==> config.mk <==
export PLATFORM = sky130hd
export DESIGN_NAME = sorted_table_insert_search_core
export DESIGN_NICKNAME = d
export VERILOG_FILES = /design/src/stis_pkg.sv /design/src/sorted_table_insert_search_core.sv /design/src/stis_table_ram.sv /design/src/stis_out_stage.sv
export SDC_FILE = /design/constraint.sdc
export NUM_CORES = 2
export LEC_CHECK = 0
export BUFFER_PORTS_ARGS = -buffer_cell sky130_fd_sc_hd__buf_2
export CELL_PAD_IN_SITES_DETAIL_PLACEMENT = 0
export CELL_PAD_IN_SITES_GLOBAL_PLACEMENT = 1
export CORE_UTILIZATION = 55
export DETAILED_ROUTE_END_ITERATION = 6
export PLACE_DENSITY_LB_ADDON = 0.2
export SLEW_MARGIN = 20
export SYNTH_ARGS = -nofsm -noshare
export SYNTH_HDL_FRONTEND = slang
export SYNTH_SLANG_ARGS = --single-unit
==> constraint.sdc <==
create_clock -name clk -period 8.3 [get_ports clk]
set_clock_uncertainty 0.15 [all_clocks]
set_input_delay 1.66 -clock clk [delete_from_list [all_inputs] [get_ports clk]]
set_output_delay 1.66 -clock clk [all_outputs]
set_load 0.03 [all_outputs]
==> src/stis_pkg.sv <==
package stis_pkg;

  // Result codes carried on the status field.
  typedef enum logic [1:0] {
    ST_OK        = 2'd0,
    ST_NOT_FOUND = 2'd1,
    ST_FULL      = 2'd2
  } status_t;

  // Item modes.
  localparam logic MODE_INSERT = 1'b0;
  localparam logic MODE_SEARCH = 1'b1;

  // Output field widths.
  localparam int POS_W   = 6;
  localparam int COUNT_W = 7;

  // Sequencer states.
  typedef enum logic [2:0] {
    S_IDLE,
    S_INS_START,
    S_INS_SHIFT,
    S_SRCH_PROBE,
    S_SRCH_CMP,
    S_RESP
  } state_t;

  // One result beat.
  typedef struct packed {
    status_t             status;
    logic [POS_W-1:0]    position;
    logic [COUNT_W-1:0]  entry_count;
  } result_t;

endpackage

==> src/sorted_table_insert_search_core.sv <==
// Sorted table with ordered insert and binary search.
// Input channel (in_valid/in_stall) carries mode and value; mode 0 inserts the
// value after any equal entries, mode 1 searches for it. Each accepted beat
// gives exactly one result beat on the output channel (out_valid/out_stall)
// with status, position and entry_count.
// One item is worked on at a time; in_stall is high from acceptance until its
// result is loaded into the output register.
// Insert: the entries above the new value are moved up one slot at a time,
// with one memory read and one write per cycle on the table memory.
// Search: each probe is a read, then a compare; the search ends on a hit,
// or with a miss once the range is empty.
// An insert into a full table is refused with status ST_FULL.
// Reset clears only the state, the fill count and out_valid; the table memory
// needs no clearing pass because data read from unfilled slots is never used.
// When the receiver stalls, the finished result waits in the output register
// while the next item is accepted; a further result waits inside the core
// until the output register frees.
module sorted_table_insert_search_core
  import stis_pkg::*;
#(
  parameter int TABLE_DEPTH = 64
) (
  input  logic                clk,
  input  logic                rst,
  input  logic                in_valid,
  output logic                in_stall,
  input  logic                mode,
  input  logic signed [31:0]  value,
  output logic                out_valid,
  input  logic                out_stall,
  output logic [1:0]          status,
  output logic [POS_W-1:0]    position,
  output logic [COUNT_W-1:0]  entry_count
);

  localparam int AW = (TABLE_DEPTH > 1) ? $clog2(TABLE_DEPTH) : 1;
  localparam int CW = $clog2(TABLE_DEPTH + 1);

  state_t              state, state_next;
  logic signed [31:0]  key, key_next;
  logic [AW-1:0]       slot, slot_next;
  logic [AW-1:0]       mid, mid_next;
  logic [CW-1:0]       low, low_next;
  logic [CW-1:0]       hi, hi_next;
  logic [CW-1:0]       count, count_next;
  result_t             res, res_next;

  logic                mem_we, mem_re;
  logic [AW-1:0]       mem_waddr, mem_raddr;
  logic [31:0]         mem_wdata;
  logic signed [31:0]  rd_data;
  logic                out_load, out_free;
  logic [CW:0]         mid_sum;
  logic [AW-1:0]       mid_calc;

  assign in_stall = (state != S_IDLE);

  // Midpoint of [low, hi-1], rounded down; only used while low < hi.
  assign mid_sum  = {1'b0, low} + {1'b0, hi} - {{CW{1'b0}}, 1'b1};
  assign mid_calc = AW'(mid_sum >> 1);

  // Control registers.
  always_ff @(posedge clk) begin
    if (rst) begin
      state <= S_IDLE;
      count <= '0;
    end else begin
      state <= state_next;
      count <= count_next;
    end
  end

  // Working registers.
  always_ff @(posedge clk) begin
    key    <= key_next;
    slot   <= slot_next;
    mid    <= mid_next;
    low    <= low_next;
    hi     <= hi_next;
    res    <= res_next;
  end

  // Sequencer: next state, memory accesses and result.
  always_comb begin
    state_next  = state;
    key_next    = key;
    slot_next   = slot;
    mid_next    = mid;
    low_next    = low;
    hi_next     = hi;
    count_next  = count;
    res_next    = res;
    mem_we      = 1'b0;
    mem_waddr   = slot;
    mem_wdata   = key;
    mem_re      = 1'b0;
    mem_raddr   = mid_calc;
    out_load    = 1'b0;

    unique case (state)
      S_IDLE: begin
        if (in_valid) begin
          key_next    = value;
          low_next    = '0;
          hi_next     = count;
          state_next  = (mode == MODE_INSERT) ? S_INS_START : S_SRCH_PROBE;
        end
      end

      S_INS_START: begin
        if (count >= CW'(TABLE_DEPTH)) begin
          res_next.status      = ST_FULL;
          res_next.position    = '0;
          res_next.entry_count = COUNT_W'(count);
          state_next           = S_RESP;
        end else begin
          // Fetch the top filled entry for the first compare.
          slot_next  = AW'(count);
          mem_re     = 1'b1;
          mem_raddr  = AW'(count - CW'(1));
          state_next = S_INS_SHIFT;
        end
      end

      S_INS_SHIFT: begin
        // rd_data holds entry slot-1 when slot is nonzero.
        if (slot != '0 && key < rd_data) begin
          mem_we    = 1'b1;
          mem_waddr = slot;
          mem_wdata = rd_data;
          slot_next = slot - AW'(1);
          mem_re    = 1'b1;
          mem_raddr = slot - AW'(2);
        end else begin
          mem_we               = 1'b1;
          mem_waddr            = slot;
          mem_wdata            = key;
          count_next           = count + CW'(1);
          res_next.status      = ST_OK;
          res_next.position    = POS_W'(slot);
          res_next.entry_count = COUNT_W'(count + CW'(1));
          state_next           = S_RESP;
        end
      end

      S_SRCH_PROBE: begin
        if (low < hi) begin
          mem_re     = 1'b1;
          mem_raddr  = mid_calc;
          mid_next   = mid_calc;
          state_next = S_SRCH_CMP;
        end else begin
          res_next.status      = ST_NOT_FOUND;
          res_next.position    = '0;
          res_next.entry_count = COUNT_W'(count);
          state_next           = S_RESP;
        end
      end

      S_SRCH_CMP: begin
        priority if (rd_data == key) begin
          res_next.status      = ST_OK;
          res_next.position    = POS_W'(mid);
          res_next.entry_count = COUNT_W'(count);
          state_next           = S_RESP;
        end else if (key > rd_data) begin
          low_next   = CW'(mid) + CW'(1);
          state_next = S_SRCH_PROBE;
        end else begin
          hi_next    = CW'(mid);
          state_next = S_SRCH_PROBE;
        end
      end

      S_RESP: begin
        if (out_free) begin
          out_load   = 1'b1;
          state_next = S_IDLE;
        end
      end

      default: begin
        state_next = S_IDLE;
      end
    endcase
  end

  stis_table_ram #(
    .DEPTH (TABLE_DEPTH),
    .WIDTH (32)
  ) u_ram (
    .clk   (clk),
    .we    (mem_we),
    .waddr (mem_waddr),
    .wdata (mem_wdata),
    .re    (mem_re),
    .raddr (mem_raddr),
    .rdata (rd_data)
  );

  stis_out_stage u_out (
    .clk         (clk),
    .rst         (rst),
    .load        (out_load),
    .res         (res),
    .free        (out_free),
    .out_valid   (out_valid),
    .out_stall   (out_stall),
    .status      (status),
    .position    (position),
    .entry_count (entry_count)
  );

  // The fill count never passes the table depth.
  a_count_bound: assert property (@(posedge clk) disable iff (rst)
    count <= CW'(TABLE_DEPTH))
    else $error("fill count above table depth");

  // The fill count only ever grows by one.
  a_count_step: assert property (@(posedge clk) disable iff (rst)
    !$past(rst) && count != $past(count) |-> count == $past(count) + CW'(1))
    else $error("fill count changed by other than one");

  // Table writes happen only while a free slot remains.
  a_write_room: assert property (@(posedge clk) disable iff (rst)
    mem_we |-> count < CW'(TABLE_DEPTH))
    else $error("table write with a full table");

  // A compare always follows a probe inside a nonempty range.
  a_search_range: assert property (@(posedge clk) disable iff (rst)
    state == S_SRCH_CMP |-> low < hi && CW'(mid) < hi)
    else $error("search probe outside its range");

endmodule

==> src/stis_table_ram.sv <==
module stis_table_ram
  import stis_pkg::*;
#(
  parameter int DEPTH = 64,
  parameter int WIDTH = 32
) (
  input  logic                     clk,
  input  logic                     we,
  input  logic [$clog2(DEPTH)-1:0] waddr,
  input  logic [WIDTH-1:0]         wdata,
  input  logic                     re,
  input  logic [$clog2(DEPTH)-1:0] raddr,
  output logic [WIDTH-1:0]         rdata
);

  logic [WIDTH-1:0] mem [DEPTH];

  // Write port.
  always_ff @(posedge clk) begin
    if (we) begin
      mem[waddr] <= wdata;
    end
  end

  // Registered read port.
  always_ff @(posedge clk) begin
    if (re) begin
      rdata <= mem[raddr];
    end
  end

endmodule

==> src/stis_out_stage.sv <==
module stis_out_stage
  import stis_pkg::*;
(
  input  logic                clk,
  input  logic                rst,
  input  logic                load,
  input  result_t             res,
  output logic                free,
  output logic                out_valid,
  input  logic                out_stall,
  output logic [1:0]          status,
  output logic [POS_W-1:0]    position,
  output logic [COUNT_W-1:0]  entry_count
);

  result_t hold;

  // The register can take a new beat when empty or when its beat leaves now.
  assign free = !out_valid || !out_stall;

  always_ff @(posedge clk) begin
    if (rst) begin
      out_valid <= 1'b0;
    end else if (load) begin
      out_valid <= 1'b1;
    end else if (!out_stall) begin
      out_valid <= 1'b0;
    end
  end

  // Payload holds while stalled.
  always_ff @(posedge clk) begin
    if (load) begin
      hold <= res;
    end
  end

  assign status      = hold.status;
  assign position    = hold.position;
  assign entry_count = hold.entry_count;

endmodule
# Yosys cells after proc, flatten, opt, wreduce, memory -nomap -nowiden
# Memory sizes are Yosys's and may differ from the RTL's. A register that Yosys moved wholly into a read port is not among the register bits.
# Index checks and enable logic that the tools add are counted.
# totals
memories	1
in_bits	37
rom_bits	0
ff_bits	99
latch_bits	0
ramBits	2048
word_cells	103
# memory_table
name	words	word_bits	rd	rd_ports_with_merged_regs	wr	line	rtl
u_ram.mem	64	32	1	1	1	stis_table_ram.sv:16	logic [WIDTH-1:0] mem [DEPTH];
# classes
order_cmp	4
eq_ne	18
reduce_logical	18
div_mod_pow	0
addsub	7
mux	40
shifts	0
bitwise	1
multipliers	0
# op_table
operator	n
$mux 32	2
$mux 15	4
$pmux 15 s4	1
$mux 7	6
$eq 32x32->1	1
$gt 32x32->1	1
$lt 32x32->1	1
$pmux 7 s2	2
$mux 6	4
$pmux 6 s2	2
$ne 2x2->1 const B	11
$pmux 3 s6	1
$mux 3	5
$sub 6x1->6 const B	2
$mux 1	11
$reduce_and 4->1	2
$add 6x1->7 const B	1
$add 7x1->7 const B	1
$add 7x7->7	1
$ge 7x7->1 const B	1
$lt 7x7->1	1
$sub 7x1->7 const B	1
$eq 3x2->1 const B	2
$eq 3x3->1 const B	2
17 further kinds	22

# Longest topological paths before layout
# depth
word_depth	5
mapped_depth	17

# Modules after synthesis
# A second synthesis with hierarchy kept.
# unflattened
cells_unflattened	3849
hier_area_um2	84629.9
# modules_own_cells
mod	area_each_um2	instances	cells_each	seq_area_each_um2
stis_table_ram	78835.6	1	3324	62459.9
sorted_table_insert_search_core	5311.3	1	506	2392.3
stis_out_stage	483.0	1	19	470.5

# Worst setup path after synthesis
# No wires, ideal clock.
# synth_path
path_type	register -> register
from	register key[1]
to	memory u_ram.mem[0][31], data pin
stages_incl_launch_ff	11
t_arrival_ns	4.872
slack_ns	2.576
t_required_ns	7.448
period_less_slack_ns	5.724
path_cell_list	edfxtp_1 ha_1 nor2b_1 o211ai_1 a21boi_1 o41ai_2 a21oi_2 or3_1 buf_2 clkbuf_1 o21ai_0
# synth_via
elab_chain_len	4
# synth_rtl
item	line	rtl
start, declared	sorted_table_insert_search_core.sv:40	logic signed [31:0] key, key_next;
start signal, assigned	sorted_table_insert_search_core.sv:75	key <= key_next;
$lt 32x32->1	sorted_table_insert_search_core.sv:127	if (slot != '0 && key < rd_data) begin
$logic_and 1x1->1	sorted_table_insert_search_core.sv:127	
$mux 32	sorted_table_insert_search_core.sv:127	
$mux 32	sorted_table_insert_search_core.sv:100	unique case (state)
net mem_wdata[31]	sorted_table_insert_search_core.sv:50	logic [31:0] mem_wdata;
end, declared	stis_table_ram.sv:16	
# The timed path passes the listed nets, and every way through them passes these cells.

# Final worst setup path
# layout_path
from	register u_ram.rdata[14] (read register of u_ram.mem)
to	register u_ram.rdata[18] (read register of u_ram.mem), data pin
# layout_via
elab_chain_len	4
word_cells_on_any_way	6
classes_between	order compare: 1; mux: 4; reduce/logical: 1
# layout_rtl
item	line	rtl
start, declared	stis_table_ram.sv:13	output logic [WIDTH-1:0] rdata
$lt 32x32->1 (*)	sorted_table_insert_search_core.sv:127	
$logic_and 1x1->1 (*)	sorted_table_insert_search_core.sv:127	
$mux 1 / $mux 6 (equally long branches)	sorted_table_insert_search_core.sv:127	
$pmux 1 s3 / $pmux 6 s2 (equally long branches)	sorted_table_insert_search_core.sv:100	
# Mark *: on every way between the ends. The rest lies on a longest branch, timed or not.
# A chain may end at the register's enable or synchronous reset.

==> reports/metrics.csv <==
stage,metric,value,unit
setup_path,flop2flop setup slack,1.40,ns
drt,Final ANT Viol Nets,0,
clock_network,Clock transition at path regs,0.06,ns
min_path,Hold Crit Start,res[6],
flow_run,total of max-cap violations,0,
setup_path,r2r endpoint,u_ram.rdata[18],
die,Horiz. Die Dim,395,um
logic_synthesis,count of cell types in the netlist,60,
outcome,status,"complete, no violations",
setup_path,CP Max Fanout,58,
logic_synthesis,Gate Count Post-Synth,4682,
setup_path,CP peak stage delay,0.88,ns
drt,Total Wirelength,226000,um
die,IO Count,54,
min_path,WHS Path Cells,0,
clock_network,cts repair resizes,0,
clock_network,cts bufs inserted,211,
setup_path,kind of critical path,reg2reg,
drt,drt first pass iters,6,
drt,drt wl/cell,31.7,um
drt,initial DRC count,5895,
clock_network,CTS tree,done,
logic_synthesis,async set-or-reset flop fraction in the synthesized netlist,0,%
setup_path,Critical Path End Type,flip-flop,
sta,RSZ-0062 raised after global routing,false,
drt,DRC Markers,0,
setup_path,worst r2r src,u_ram.rdata[14],
sta,Final Slew Violations,0,
logic_synthesis,Ys Warns,0,
logic_synthesis,Synth Area in Adders,0.895,%
placement,hpwl dp,124000,um
setup_path,critical-path cell list,inv_1 > ha_1 > nand4_1 > nor3_2 > a21boi_1 > o41a_1 > nor3_2 > nor3_2 > o221a_4 > buf_12 > buf_12 > buf_12 > mux2i_1 > o22ai_1 > o41ai_1 > o2111ai_1,
sta,worst slew pin tran,1.17,ns
setup_path,CP max-delay cell,o41ai_1,
clock_network,number of setup buffers added after CTS,0,
sta,Worst slew margin,21.6,%
die,Std-Cell Rows,143,
die,Initial Util,55.6,%
logic_synthesis,Seq cells post-synth,2179,
logic_synthesis,Post-Syn Area,84700,um2
placement,Placer Congestion,0.834,
setup_path,crit path from,u_ram.rdata[14],
min_path,Min-Delay Path Class,reg2reg,
min_path,Worst Hold End,u_out.entry_count[6],
sta,Period minus WS final,6.90,ns
clock_network,clk sinks,2179,
die,Die Y-Extent,395,um
setup_path,Critical Path RT,8.64,ns
drt,Via density,6.43,
logic_synthesis,register area share after synthesis,77.1,%
grt,GRT Util Overall,28.8,%
finish,layout cell share with drive strength beyond 1,14.5,%
setup_path,critical path launch point type,flip-flop,
finish,synth-to-layout area growth,13.3,%
setup_path,R2R cell count,16,
die,area of the die,156000,um2
logic_synthesis,multiplexer area fraction after synthesis,12.1,%
drt,total vias in the final route,45800,
clock_network,CTS Hold Bufs,0,
sta,Min Hold Slack,0.269,ns
logic_synthesis,Post-Synth Simple-Gate Area,1.64,%
sta,final hold vios,0,
sta,Fmax achieved,0.145,GHz
setup_path,Worst Path Arrival,7.24,ns
logic_synthesis,Synth Flop Type,edfxtp_1,
clock_network,Worst-Skew Late Latency,0.85,ns
sta,Tcrit/Tclk final,83.1,%
placement,port bufs,53,
sta,setup TNS,0,ns
sta,"Setup violations, final",0,
logic_synthesis,"Avg Cell Area, Syn",18.1,um2
logic_synthesis,Mapped Nets,4779,
grt,largest net degree at the start of global routing,79,
logic_synthesis,Compound-Gate Fraction of Synth Area,5.98,%
finish,Final nets,5017,
grt,first-pass GRT wire length,319000,um
grt,initial antenna violation count,12,
clock_network,H-tree lvl count,4,
logic_synthesis,Post-Synth XOR/XNOR Area,0.300,%
logic_synthesis,Post-synth EDFFs,2168,
die,core area,152000,um2
grt,vias in the first global route,43900,
clock_network,clock root buffer,clkbuf_16,
grt,GR Overflow Total,0,
logic_synthesis,main combinational cell family by area after synthesis,multiplexers,
clock_network,clk buf depth,3,
-- cells in the mapped netlist, drive strengths merged (2+ instances only) --
library cell | number | area [um2]
a21boi | 2 | 15.0
a21o | 5 | 37.5
a21oi | 35 | 179
a221oi | 4 | 41.3
a31oi | 2 | 12.5
and2 | 4 | 25.0
and3 | 5 | 31.3
and4 | 2 | 17.5
buf | 212 | 1220
clkbuf | 50 | 195
dfxtp | 11 | 220
edfxtp | 2168 | 65100
ha | 59 | 738
inv | 72 | 273
mux2i | 1024 | 10200
nand2 | 95 | 357
nand2b | 3 | 18.8
nand3 | 23 | 115
nand4 | 9 | 62.6
nor2 | 91 | 349
nor2b | 2 | 12.5
nor3 | 13 | 80.1
nor4 | 33 | 221
o2111ai | 33 | 289
o211ai | 2 | 15.0
o21ai | 52 | 264
o21bai | 3 | 22.5
o221a | 3 | 33.8
o221ai | 2 | 30.0
o22ai | 514 | 3220
o41ai | 97 | 857
or2 | 4 | 25.0
or3 | 11 | 73.8
xnor2 | 22 | 193
xor2 | 7 | 61.3
-- how the worst max path moves through the flow --
stage	to
final	u_ram.rdata[18]
after detailed placement	u_ram.rdata[18]
after floorplan	u_ram.mem[0][31]
after global placement	u_ram.rdata[17]
after global routing	u_ram.rdata[30]
after CTS	u_ram.rdata[18]
-- worst max-delay path, delay by kind of cell, from the launching register on --
family / cells / cell delay [ns]
AO/OA/AOI/OAI: 6 / 2.83
adder cells (fa/ha/maj): 1 / 0.36
buffers and inverters: 4 / 1.09
flip-flops: 1 / 0.35
multiplexers: 1 / 0.28
AND/OR/NAND/NOR: 4 / 1.37
-- layout make-up --
cell class                 instances  area, um2
multi-input combinational       2168      19000
sequential                      2179      65300
fill                           10700      56400
tap                             2030       2540
clock buffer                     265       5590
clock inverter                   122        917
antenna                            1       2.50
timing repair buffer             287       2350
inverter                          73        277
-- metrics by stage --
step,setup WS (ns),instances,util [%],instance area (um2)
after floorplan,2.58,4682,-,84700
after global placement,1.04,6721,58.5,89200
after detailed placement,1.60,6737,58.7,89500
after CTS,1.55,7124,63.0,96000
after global routing,1.31,7124,63.0,96000
final,1.40,7125,63.0,96000
-- registers in the layout, indices dropped and copies added, names as in the netlist --
register	count
u_out.status	2
low	7
u_ram.rdata	32
res	15
hi	7
u_out.entry_count	7
mid	6
u_out.out_valid	1
key	32
slot	6
state	3
u_ram.mem	2048
u_out.position	6
count	7
-- placed cells by master, fill, tap and decap left out, types with 57 or more instances in the layout --
| cell type | instances |
|---|---|
| clkbuf_16 | 216 |
| nor2_4 | 67 |
| inv_1 | 69 |
| clkinv_1 | 61 |
| edfxtp_1 | 2168 |
| buf_4 | 203 |
| o22ai_1 | 514 |
| mux2i_1 | 1024 |
| nand2_1 | 94 |
| buf_2 | 57 |
| ha_1 | 59 |
| o41ai_1 | 57 |
-- logic make-up after synthesis --
family | after synthesis
flops | 2179
fa+ha+maj | 60
simple gates | 295
buf+inv | 335
mux | 1024
compound gates | 760
xor+xnor | 29
-- routing by layer --
metal / global-route usage (%) / up-vias / routed length [um]
li1: - / 19500 / -
met4: 7.45 / 4 / 5130
met3: 4.92 / 333 / 20000
met5: 0 / - / 21
met1: 41.8 / 23900 / 94400
met2: 45.4 / 2128 / 107000
Power is not shown: default switching activity piles up to over one toggle a cycle in this logic, so the estimate is an artifact.
